**config.mk**
```make
export PLATFORM = sky130hd
export DESIGN_NAME = ptta_divider
export DESIGN_NICKNAME = d
export VERILOG_FILES = /design/src/rtl/pair_travel_time_averager_macros.svh /design/src/rtl/ptta_pkg.sv /design/src/rtl/ptta_divider.sv
export SDC_FILE = /design/constraint.sdc
export NUM_CORES = 1
export LEC_CHECK = 0
export BUFFER_PORTS_ARGS = -buffer_cell sky130_fd_sc_hd__buf_2
export CORE_UTILIZATION = 50
export CTS_BUF_LIST = sky130_fd_sc_hd__clkbuf_4
export DETAILED_ROUTE_END_ITERATION = 6
export GPL_ROUTABILITY_DRIVEN = 0
export PLACE_DENSITY = 0.82
export SYNTH_ARGS = -nofsm -noshare
export SYNTH_HDL_FRONTEND = slang
export SYNTH_SLANG_ARGS = --single-unit
```
**constraint.sdc**
```tcl
create_clock -name clk -period 5.3 [get_ports clk]
set_clock_uncertainty 0.05 [all_clocks]
set_input_delay 1.325 -clock clk [delete_from_list [all_inputs] [get_ports clk]]
set_output_delay 1.325 -clock clk [all_outputs]
set_load 0.02 [all_outputs]
```
**src/rtl/pair_travel_time_averager_macros.svh**
```systemverilog
// Assertion macros for the pair travel-time averager.
// Included by the RTL files that carry concurrent checks; no other dependencies.
`ifndef PAIR_TRAVEL_TIME_AVERAGER_MACROS_SVH
`define PAIR_TRAVEL_TIME_AVERAGER_MACROS_SVH
`ifndef SYNTH
// Same-cycle implication, checked out of reset.
`define PTTA_ASSERT_IMP(lbl, ante, cons) \
    lbl: assert property (@(posedge clk) disable iff (!rst_n) (ante) |-> (cons)) \
        else $error("pair_travel_time_averager: assertion failed");
// Next-cycle implication, checked out of reset.
`define PTTA_ASSERT_NXT(lbl, ante, cons) \
    lbl: assert property (@(posedge clk) disable iff (!rst_n) (ante) |=> (cons)) \
        else $error("pair_travel_time_averager: assertion failed");
`else
`define PTTA_ASSERT_IMP(lbl, ante, cons)
`define PTTA_ASSERT_NXT(lbl, ante, cons)
`endif
`endif

```
**src/rtl/ptta_pkg.sv**
```systemverilog
// Shared types and constants for the pair travel-time averager.
// No dependencies; imported by ptta_divider and pair_travel_time_averager.
package ptta_pkg;

    // Default sizing handed to the top-level parameters.
    localparam int CARD_COUNT_DEF    = 256;
    localparam int STATION_COUNT_DEF = 16;
    localparam int FRACTION_BITS_DEF = 8;

    // Fixed field widths.
    localparam int MODE_W    = 2;
    localparam int CARD_W    = 8;
    localparam int STATION_W = 4;
    localparam int TIME_W    = 32;
    localparam int AVG_W     = 56;
    localparam int CNT_W     = 32;
    localparam int TOT_W     = 48;
    localparam int IN_DATA_W  = 48;
    localparam int OUT_DATA_W = 136;

    localparam logic [AVG_W-1:0] AVG_MAX = '1;
    localparam logic [CNT_W-1:0] CNT_MAX = '1;
    localparam logic [TOT_W-1:0] TOT_MAX = '1;

    // Transaction kinds carried in the input tuser.
    localparam logic [MODE_W-1:0] MODE_CHECK_IN  = 2'd0;
    localparam logic [MODE_W-1:0] MODE_CHECK_OUT = 2'd1;
    localparam logic [MODE_W-1:0] MODE_QUERY     = 2'd2;

    // Result status codes.
    localparam logic STATUS_OK    = 1'b0;
    localparam logic STATUS_EMPTY = 1'b1;

    // Sequencer states.
    typedef enum logic [3:0] {
        ST_CLEAR,
        ST_IDLE,
        ST_CO_CARD,
        ST_CO_PAIR,
        ST_CO_UPDATE,
        ST_Q_CHECK,
        ST_Q_READ,
        ST_DIVIDE,
        ST_EMIT
    } state_t;

    // Handshake between the sequencer and the divider.
    typedef struct packed {
        logic busy;
        logic done;
    } div_stat_t;

endpackage

```
**src/rtl/ptta_divider.sv**
```systemverilog
// Restoring divider, one quotient bit per cycle, for the average computation.
// Depends on ptta_pkg.
module ptta_divider
    import ptta_pkg::*;
#(
    parameter int DIVIDEND_W = TOT_W + FRACTION_BITS_DEF
)
(
    input  logic                  clk,
    input  logic                  rst_n,
    input  logic                  start,
    input  logic [DIVIDEND_W-1:0] dividend,
    input  logic [CNT_W-1:0]      divisor,
    output div_stat_t             stat,
    output logic [DIVIDEND_W-1:0] quotient
);

    localparam int STEP_W = $clog2(DIVIDEND_W);

    logic [CNT_W-1:0]      rem_reg;
    logic [CNT_W-1:0]      div_reg;
    logic [DIVIDEND_W-1:0] quot_reg;
    logic [STEP_W-1:0]     step_reg;
    logic                  busy_reg;
    logic                  done_reg;

    logic [CNT_W:0]        shifted;
    logic [CNT_W:0]        diff;
    logic                  fits;

    // One trial subtraction of the divisor from the shifted remainder.
    always_comb
    begin
        shifted = {rem_reg, quot_reg[DIVIDEND_W-1]};
        diff    = shifted - {1'b0, div_reg};
        fits    = (shifted >= {1'b0, div_reg});
    end

    // Control: run for one step per dividend bit, then flag completion.
    always_ff @(posedge clk or negedge rst_n)
    begin
        if (!rst_n)
        begin
            busy_reg <= 1'b0;
            done_reg <= 1'b0;
            step_reg <= '0;
        end
        else
        begin
            done_reg <= 1'b0;
            if (start)
            begin
                busy_reg <= 1'b1;
                step_reg <= '0;
            end
            else if (busy_reg)
            begin
                step_reg <= step_reg + 1'b1;
                if (step_reg == STEP_W'(DIVIDEND_W - 1))
                begin
                    busy_reg <= 1'b0;
                    done_reg <= 1'b1;
                end
            end
        end
    end

    // Datapath: dividend bits shift out as quotient bits shift in.
    always_ff @(posedge clk)
    begin
        if (start)
        begin
            rem_reg  <= '0;
            div_reg  <= divisor;
            quot_reg <= dividend;
        end
        else if (busy_reg)
        begin
            rem_reg  <= fits ? diff[CNT_W-1:0] : shifted[CNT_W-1:0];
            quot_reg <= {quot_reg[DIVIDEND_W-2:0], fits};
        end
    end

    assign stat.busy = busy_reg;
    assign stat.done = done_reg;
    assign quotient  = quot_reg;

endmodule

```
Word level (Yosys, flattened, before mapping)

Index checks and enable logic that the tools add are counted.

Register bits: 128
Input bits: 91
Output and inout bits: 58
Logic and storage cells: 22

$add $sub $neg: 2
$lt $le $gt $ge: 1
Equal/unequal tests: 1
Mux-type cells: 11
Reductions and logical operators: 1

Operators with widths:

| cell                                                          | count |
|---|---|
| 56-bit 2-to-1 mux                                             | 2 |
| 33-bit by 32-bit >= comparator with 1-bit output              | 1 |
| 32-bit 2-to-1 mux                                             | 1 |
| 32-bit subtractor                                             | 1 |
| 6-bit 2-to-1 mux                                              | 2 |
| 6-bit by 1-bit adder with 6-bit output, second input constant | 1 |
| 6-bit == test, second input constant                          | 1 |
| 1-bit 2-to-1 mux                                              | 6 |
| 2-bit nonzero test                                            | 1 |

Depth between registers and ports, before layout

Gate-level depths: netlist of the first run.

Depth in word-level cells: 4
Mapped depth: 12
Gate-level depth less buffers: 11

Least setup slack after synthesis of the first run

OpenSTA, ideal clock, no wires.

Path type: input to register
Start point: in start
End point: reg quot_reg[0], in the netlist quotient[0] (enable)
Library setup time: 0.410 ns
Data arrival time: 2.953 ns
Data required time: 4.840 ns
Path slack: 1.887 ns
Stages on the path: 4
Path buffers: 2
Cell sequence: clkbuf_1 nor2_1 clkbuf_1 inv_1

Cells in the longest elaborated chain, start to end: 1

RTL lines:

| item                                | line               | source |
|---|---|---|
| start: declaration                  | ptta_divider.sv:11 | `input logic start,` |
| 2-bit nonzero test (no source line) | n/a                |  |
| end signal: assignment              | ptta_divider.sv:75 | `quot_reg <= dividend;` |
| end signal: assignment              | ptta_divider.sv:80 | `quot_reg <= {quot_reg[DIVIDEND_W-2:0], fits};` |
| end: declaration                    | ptta_divider.sv:22 | `logic [DIVIDEND_W-1:0] quot_reg;` |

Every way passes these cells.
A chain may end at the register's enable or synchronous reset.

Worst setup path after layout of the first run

Start point: reg div_reg[14]
End point: reg quot_reg[0], in the netlist quotient[0], data pin

Cells in the longest elaborated chain, start to end: 3

RTL lines:

| item                                             | line               | source |
|---|---|---|
| start: declaration                               | ptta_divider.sv:21 | `logic [CNT_W-1:0] div_reg;` |
| start signal: assignment                         | ptta_divider.sv:74 | `div_reg <= divisor;` |
| 33-bit by 32-bit >= comparator with 1-bit output | ptta_divider.sv:36 | `fits = (shifted >= {1'b0, div_reg});` |
| 56-bit 2-to-1 mux                                | ptta_divider.sv:77 | `else if (busy_reg)` |
| 56-bit 2-to-1 mux                                | ptta_divider.sv:71 | `if (start)` |

Every way passes these cells. The select of a mux whose other input is x is not followed.

==> results.txt, run 1 <==
For this configuration, the core starts out at a cell density of 51.06%. The total overflow reported by the global router came out at 0. After synthesis, the share of flip-flops with an asynchronous set or reset is 6.250%. The number of buffers inserted during clock tree synthesis came out at 17. The final-layout setup total negative slack came out at 0 ns. The clock sink count is 128. The clock latency at the later pin of the worst-skew pair is 0.55 ns. The core box area came out at 14480 um^2. Setup repair after global routing left no endpoint under its margin. The biggest cell delay along the critical path is 0.75 ns. The slowest stage of the critical path belongs to the cell sky130_fd_sc_hd__o21ai_4. The global-route usage over all layers came out at 23.74%. The count of hold-fix buffers inserted at cts came out at 0.

The count of pins over their slew limit came out at 0. The post-synthesis to final-layout area growth is 15.59%. The share of the cycle needed by the critical path after routing came out at 64.54%. Counting flops with a built-in enable in the synthesized netlist gives 88. The worst hold path terminates at rem_reg[22]. After synthesis the netlist holds a flip-flop and latch count of 128. The filler cells instantiated in the layout total 1246. The largest buffer count on any clock path is 2. The remaining routing DRC violations is 0. The via count of the first global-routing pass is 5791. The worst register-to-register path begins at div_reg[14]. The path type of the worst min-delay path is flip-flop to flip-flop.

Across all hold checks on the routed design, the worst slack comes to 0.4421 ns. The horizontal die dimension is 123.6 um. In this run the register-to-register setup slack is 1.88 ns. In the synthesized netlist the dominant register cell turns out to be sky130_fd_sc_hd__edfxtp_1. In this run the vertical extent of the chip is 123.6 um. The number of vias after detailed routing came out at 5919.

In this run the static leakage power is 3.633 nW. The final count of hold timing violations came out at 0. The routed length per placed instance came out at 17.18 um. The transition at the pin with the smallest max-transition slack is 1.144 ns. The post-placement setup slack came out at 1.835 ns. The arrival time of the worst setup path is 3.68 ns. Counting both buffers and inverters, the worst setup path holds a total of 1.

Counting cells, the worst reg-to-reg path comes to 10. The H-tree depth came out at 4. The share of the yosys chip area belonging to registers came out at 47.11%. The placed wire-length estimate came out at 12810 um.

The routed design could run at a clock period as short as 3.420 ns. The Yosys step of the flow raised 0 warnings. Walking the worst path, the cells encountered are inv_1 -> ha_1 -> a21oi_1 -> o21ai_2 -> nor3_2 -> nand3_1 -> and3_4 -> o21ai_4 -> nand2_1 -> mux2_2.

The post-synthesis instance total is 701. The power per standard cell area came out at 457.0 nW/um^2. The detail-routed via count per cell is 5.780.

In this design, the largest share of critical-path delay is due to compound AO/OA/AOI/OAI gates. Row generation in the floorplan step produced 44 rows. TritonCTS built the clock tree. The clock slew at the register clock pins of the worst setup and hold paths is 0.12 ns. The number of ports placed on the die boundary came out at 149. The number of nets in the final layout is 952. The number of setup buffers added after CTS is 0. The post-cts sizing count is 0. The endpoint kind of the worst setup timing path is a flip-flop. The critical path class is flip-flop to flip-flop.

The floorplan die area came out at 15280 um^2. The number of iterations in the first detailed-routing pass is 5. The unique cell type count in the Yosys netlist is 74.

The required time of the critical path came out at 5.56 ns. The max-capacitance violation count came out at 0. The number of antenna violations at the first check in global routing is 0.

The flow ran to the end, and the final reports show no timing, DRC or antenna violations. The terminus of the critical flop-to-flop path is quotient[0]. The final routed wirelength across all metal layers is 17590 um.

The maximum fanout along the worst path came out at 33. The top achievable clock speed is 292.4 MHz. In this run the cell area measured after placement is 8163 um^2.

The wire length of the first global-routing pass came out at 27630 um. The worst-case setup margin in the final layout is 1.880 ns. Setup violations remaining at the end of the flow were counted as 0. The normalized max-slew margin is 23.76%. The average cell area after synthesis came out at 10.55 um^2. The number of cells traversed by the worst hold path is 2. The netlist area before placement came out at 7393 um^2.

The initial detailed-routing violation count is 381. The pin count of the biggest net entering global routing came out at 88. STA classifies the critical path startpoint as a flip-flop. Tracing the worst setup path back leads to its startpoint at div_reg[14]. The number of flip-flops under the largest register name came out at 56. The number of buffers inserted by port buffering is 148. Clock tree synthesis selected as its root buffer the cell sky130_fd_sc_hd__clkbuf_4.

The area of all placed cells without fillers is 8546 um^2. The maximum resistive drop on vdd came out at 329.9 uV. Once detail routing completed, the nets flagged for antenna violations numbered 0.

The fraction of final layout cells with drive strength greater than 1 is 31.47%. The start point of the worst hold path is rem_reg[22]. The number of nets in the synthesized netlist is 826.
==> final cells by class <==
class	count	area (um^2)	area share, %
Sequential cell	128	3483	40.76
Clock inverter	14	252.7	2.958
Clock buffer	17	127.6	1.493
Inverter	42	157.7	1.845
Tap cell	184	230.2	2.694
Timing Repair Buffer	152	773.2	9.048
Multi-Input combinational cell	486	3518	41.17
Antenna cell	1	2.502	0.02928
==> metrics by stage <==
stage	utilization, %	cells	total power [mW]
2_1_floorplan	-	701	2.649
3_3_place_gp	56.38	992	2.990
3_5_place_dp	56.38	992	3.015
4_1_cts	59.00	1023	3.897
5_1_grt	59.00	1023	4.143
6_report	59.02	1024	3.906
==> where the power goes <==
group	internal, mW	total [mW]	leakage (nW)	switching, mW
clock	0.478	0.879	0.200	0.401
sequential	1.25	1.38	1.27	0.129
combinational	0.651	1.64	2.16	0.992
==> kinds of logic after synthesis <==
kind of cell	Yosys count	share of synthesized area (%)
compound gates	174	16.75
xor+xnor	28	3.317
fa+ha+maj	34	5.856
buf+inv	87	5.331
flops	128	47.11
mux	60	9.071
simple gates	190	12.56
==> worst max path at each step <==
stage                     depth (start not counted)           end  slack, ns
after CTS                                        10   quotient[0]       1.89
after floorplan                                   4   quotient[0]       1.89
after detailed placement                          3  quotient[41]       1.84
after global placement                            3  quotient[40]       1.90
final                                            10   quotient[0]       1.88
after global routing                             10   quotient[0]       1.61
==> layer usage <==
metal	share of wire [%]	track usage (%)	vias up
met3	8.0	8.150	29
met2	48	39.24	236
met1	42	28.92	2786
met4	2.0	7.756	0
li1	-	-	2868
met5	0	0	-
==> cells in the mapped netlist (4+ instances only) <==
library cell / number / area (um^2)
sky130_fd_sc_hd__edfxtp_1: 88 / 2643
sky130_fd_sc_hd__mux2_2: 56 / 630.6
sky130_fd_sc_hd__nor2_1: 56 / 210.2
sky130_fd_sc_hd__inv_1: 42 / 157.7
sky130_fd_sc_hd__nand2_1: 42 / 157.7
sky130_fd_sc_hd__a21oi_1: 33 / 165.2
sky130_fd_sc_hd__ha_1: 33 / 412.9
sky130_fd_sc_hd__dfxtp_1: 32 / 640.6
sky130_fd_sc_hd__nand3_1: 31 / 155.2
sky130_fd_sc_hd__clkbuf_1: 23 / 86.33
sky130_fd_sc_hd__o21ai_0: 22 / 110.1
sky130_fd_sc_hd__a311oi_1: 21 / 183.9
sky130_fd_sc_hd__o21ai_1: 18 / 90.09
sky130_fd_sc_hd__xnor2_1: 16 / 140.1
sky130_fd_sc_hd__nand4_1: 15 / 93.84
sky130_fd_sc_hd__a21o_1: 12 / 90.09
sky130_fd_sc_hd__buf_2: 12 / 60.06
sky130_fd_sc_hd__xor2_1: 12 / 105.1
sky130_fd_sc_hd__nor3_1: 9 / 45.04
sky130_fd_sc_hd__dfrtp_1: 8 / 200.2
sky130_fd_sc_hd__o21bai_1: 6 / 45.04
sky130_fd_sc_hd__a211oi_1: 5 / 37.54
sky130_fd_sc_hd__buf_6: 5 / 56.30
sky130_fd_sc_hd__o21a_1: 5 / 37.54
sky130_fd_sc_hd__o22ai_1: 5 / 31.28
sky130_fd_sc_hd__a21boi_0: 4 / 30.03
sky130_fd_sc_hd__a41oi_1: 4 / 35.03
sky130_fd_sc_hd__and3_1: 4 / 25.02
sky130_fd_sc_hd__buf_4: 4 / 30.03
sky130_fd_sc_hd__mux2i_1: 4 / 40.04
sky130_fd_sc_hd__nor2b_1: 4 / 25.02
sky130_fd_sc_hd__or2_2: 4 / 25.02
sky130_fd_sc_hd__or3_1: 4 / 25.02
==> worst min-delay path, stage by stage, from the launching register on <==
cell and delay, ns:
sky130_fd_sc_hd__dfxtp_1 0.35, sky130_fd_sc_hd__nand2_1 0.06, sky130_fd_sc_hd__nand3_1 0.05
==> placed cells by master, fill, tap and decap left out, drive strengths merged, types with 4 or more instances in the layout <==
| master | n |
|---|---|
| a211oi | 5 |
| a21boi | 6 |
| a21o | 12 |
| a21oi | 35 |
| a311oi | 21 |
| a31oi | 4 |
| a41oi | 4 |
| and3 | 5 |
| buf | 152 |
| bufinv | 6 |
| clkbuf | 17 |
| dfrtp | 8 |
| dfxtp | 32 |
| edfxtp | 88 |
| ha | 33 |
| inv | 47 |
| mux2 | 56 |
| mux2i | 4 |
| nand2 | 43 |
| nand3 | 31 |
| nand4 | 16 |
| nor2 | 56 |
| nor2b | 4 |
| nor3 | 10 |
| nor4 | 4 |
| o211ai | 4 |
| o21a | 6 |
| o21ai | 43 |
| o21bai | 7 |
| o22ai | 5 |
| o31ai | 4 |
| or2 | 4 |
| or3 | 5 |
| xnor2 | 16 |
| xor2 | 12 |
(Power assumes the default switching activity.)
==> inputs of run 2 (changes only) <==
- ABC_AREA: unset -> 1
- PLACE_DENSITY: 0.82 -> 0.81
- clock period: 5.3 -> 3.4 ns (I/O delays scaled with it)
==> run 2 against run 1 <==
Maximum frequency rose by 35%. Count of clock-buffer cells in the layout grew 1. Non-clock buffer count is 3 higher. Total power increased by 42%. Global-route usage is 0.86 points higher. Final cell count is 43% higher. Utilization increased by 0.44 points. Sequential share of layout area down 2.7 points. Sequential power is 49% higher. Final area grew 7.0%. Register-to-register slack worse by 1.0 ns. Flip-flop and latch count is the same. Highest routed layer unchanged.
==> results.txt, run 2 <==
The most used standard cell by instance count after synthesis is sky130_fd_sc_hd__nand2_1. The cell area that synthesis handed to floorplanning was 7971 um^2. For flop-to-flop paths, the worst setup slack is 0.87 ns.

The worst setup path is captured at a flip-flop. Clock tree synthesis selected as its root buffer the cell sky130_fd_sc_hd__clkbuf_4. The unique cell type count in the Yosys netlist is 41. The internal power summed over all cells came out at 3.197 mW. The total net switching power came out at 2.367 mW. The required time of the critical path came out at 3.84 ns.

The routed layout has 7271 vias. The normalized max-slew margin came out at 47.33%. STA classifies the critical path startpoint as a flip-flop. The number of routed nets with antenna violations is 0.

The fraction of post-synthesis cell area in the top cell type by area is 33.15%. The total overflow reported by the global router came out at 0. From left edge to right edge, the die measures 128.3 um. The path class of the tightest hold or removal check is input pin to async pin. The share of the cycle needed by the critical path after routing is 74.47%.

The final count of hold timing violations came out at 0. The post-synthesis instance total is 1095. Clock tree synthesis found a total of 128 sinks.

The top achievable clock speed is 395.0 MHz. The later pin in the worst-skew pair is clocked with a latency of 0.56 ns. After detailed routing, the total wire length is 19150 um. The starting utilization of the core area is 51.86%. The number of warnings reported in the yosys synthesis log is 0. In this run, post-CTS hold repair placed 0 buffers. The transition at the pin with the smallest max-transition slack came out at 0.7893 ns.

Per report_power, the sequential group accounts for 36.8% of the total. The share of the yosys chip area belonging to registers is 43.70%. Relative to the synthesized area, the layout overhead comes to 14.66%. The wire length of the first global-routing pass came out at 31720 um. Of the total power, the share spent switching nets is 42.55%.

The count of flip-flops with a built-in enable after synthesis came out at 88. The die is 128.3 um tall. The run finished with clean final reports. The arrival time of the worst setup path came out at 2.97 ns.

The final core area utilization came out at 59.46%. The number of setup buffers added after CTS is 0. The fraction of synthesis flops using an asynchronous set or reset pin came out at 6.250%. Counting instances in the post-synthesis netlist gives the leading cell types as 475 x sky130_fd_sc_hd__nand2_1, 177 x sky130_fd_sc_hd__inv_1, 88 x sky130_fd_sc_hd__edfxtp_1. In the layout the commonest cells are 475 x sky130_fd_sc_hd__nand2_1, 176 x sky130_fd_sc_hd__inv_1, 147 x sky130_fd_sc_hd__buf_2.

Setup repair after global routing left no endpoint under its margin. Counting the buffers created by CTS gives 17. In this run the static leakage power is 4.999 nW. The via count of the first global-routing pass came out at 6831. The number of antenna violations at the first check in global routing came out at 1. Counting flops and latches in the post-synthesis netlist gives 128. The initial detailed-routing violation count came out at 542. The share of total power dissipated in the clock network is 18.0%. The largest buffer count on any clock path came out at 2. The maximum fanout along the worst path came out at 34. In this run the core area contains 45 standard-cell rows.

The detail-routed via count per cell is 4.967. After synthesis, the cell types taking the most area are sky130_fd_sc_hd__edfxtp_1 33%, sky130_fd_sc_hd__nand2_1 22%, sky130_fd_sc_hd__inv_1 8.3%. The average cell area after synthesis came out at 7.280 um^2.

The count of pins over their slew limit is 0. The number of ports placed on the die boundary is 149. Of the total power, combinational logic draws 45.2%. The number of failing setup endpoints in the final timing report came out at 0. The final-layout setup total negative slack came out at 0 ns. The startpoint identified for the worst register-to-register timing path is rem_reg[19]. The post-placement setup slack came out at 0.9147 ns. The cell type with the largest total area after synthesis is sky130_fd_sc_hd__edfxtp_1. The remaining routing DRC violations is 0. TritonCTS built the clock tree. The wire-length estimate of the detail-placed layout is 14470 um. The register with the most flip-flops in the layout has 56 of them. The core box area came out at 15370 um^2. The final critical path time including I/O delays and setup is 2.532 ns. The clock slew at the register clock pins of the worst setup and hold paths is 0.13 ns. The depth of the worst register-to-register path came out at 14. The power per standard cell area is 608.8 nW/um^2. The post-cts sizing count came out at 0. The number of buffers inserted by port buffering came out at 148.

The number of nets in the synthesized netlist came out at 1220. The library cell used most frequently in the layout, excluding fill and tap cells, is sky130_fd_sc_hd__nand2_1. By startpoint and endpoint, the worst setup path is classified as flip-flop to flip-flop. The H-tree depth came out at 4. The worst register-to-register path ends at rem_reg[19]. After detailed routing, the average wire length per cell comes to 13.08 um. The fraction of final layout cells with drive strength greater than 1 is 17.65%.

The number of nets in the final layout came out at 1364. The max-capacitance violation count is 0. Entering global routing, the biggest net connects 57 pins. The die covers 16450 um^2. Summing internal, switching and leakage power gives 5.564 mW. The global-route usage over all layers came out at 24.60%.

The top flip-flop cell by instance count after synthesis is sky130_fd_sc_hd__edfxtp_1. The maximum resistive drop on vdd came out at 348.9 uV. The number of iterations in the first detailed-routing pass is 6. After layout, the worst setup slack is 0.8680 ns.
## run 2: cell count changes after synthesis, moves of 10 or more
cell,change
sky130_fd_sc_hd__mux2_2,-56
sky130_fd_sc_hd__a311oi_1,-21
sky130_fd_sc_hd__a21oi_1,-10
sky130_fd_sc_hd__nand3b_1,+12
sky130_fd_sc_hd__nand3_1,+49
sky130_fd_sc_hd__nand2_1,+433
sky130_fd_sc_hd__a21o_1,-12
sky130_fd_sc_hd__nand2_2,+10
sky130_fd_sc_hd__o21ai_0,-15
sky130_fd_sc_hd__inv_1,+135
sky130_fd_sc_hd__nor2_1,-15
sky130_fd_sc_hd__xor2_1,-11
## run 2: how the worst max path moves through the flow
stage | from | endpoint | depth (start not counted)
floorplan | start | quotient[0] | 4
global route | div_reg[19] | rem_reg[18] | 15
finish | rem_reg[19] | rem_reg[19] | 14
detailed placement | start | quotient[22] | 5
CTS | div_reg[30] | rem_reg[19] | 13
global placement | start | quotient[17] | 6
## run 2: layer usage
layer  routed length (um)  up-vias  track usage (%)
met4                  556        0            8.997
met3                 1350       53            6.970
li1                     -     3688                -
met1                 8337     3272            31.66
met2                 8908      258            39.36
met5                    0        -                0
## run 2: kinds of logic (layout without fill, tap and decap cells)
| kind of cell | count (synthesis) | after routing | synth area share, % |
|---|---|---|---|
| buffers and inverters | 214 | 371 | 10.88 |
| AND/OR/NAND/NOR | 656 | 656 | 35.07 |
| flip-flops | 128 | 128 | 43.70 |
| other | 0 | 1 | 0 |
| adder cells (fa/ha/maj) | 34 | 34 | 5.431 |
| XOR/XNOR | 14 | 14 | 1.538 |
| AO/OA/AOI/OAI | 49 | 49 | 3.390 |
## run 2: worst max-delay path, stage by stage, from the launching register on
cell and delay (ns):
sky130_fd_sc_hd__dfxtp_1 0.35, sky130_fd_sc_hd__ha_1 0.38, sky130_fd_sc_hd__nand2_1 0.20, sky130_fd_sc_hd__inv_1 0.07
sky130_fd_sc_hd__nand2_2 0.08, sky130_fd_sc_hd__nand2_2 0.05, sky130_fd_sc_hd__nand2_1 0.06, sky130_fd_sc_hd__nand2_1 0.06
sky130_fd_sc_hd__nand2_1 0.07, sky130_fd_sc_hd__nand2_2 0.08, sky130_fd_sc_hd__nor2_8 0.47, sky130_fd_sc_hd__nand2_8 0.24
sky130_fd_sc_hd__nand2_1 0.14, sky130_fd_sc_hd__nand3_1 0.07, sky130_fd_sc_hd__nand2_1 0.08
## run 2: layout make-up
class | count | area (um^2)
multi-input combinational | 753 | 3623
fill | 1426 | 6231
tap | 211 | 264.0
inverter | 184 | 690.7
clock buffer | 18 | 135.1
antenna | 1 | 2.502
timing repair buffer | 155 | 808.3
sequential | 128 | 3483
clock inverter | 14 | 132.6
## run 2: metrics by stage
step	cell area (um^2)	instances	hold slack, ns
after floorplan	7973	1095	0.3936
after global placement	8870	1431	0.4081
after detailed placement	8870	1431	0.4102
after CTS	9138	1463	0.02143
after global routing	9140	1464	0.01731
final	9140	1464	0.05573
## run 2: power by group through the flow
stage	clock network, mW	registers [mW]	logic, mW
2_1_floorplan	0	2.13	1.92
3_3_place_gp	0	2.08	2.44
3_5_place_dp	0	2.08	2.48
4_1_cts	1.02	2.05	2.49
5_1_grt	1.09	2.08	2.85
6_report	1.00	2.05	2.51
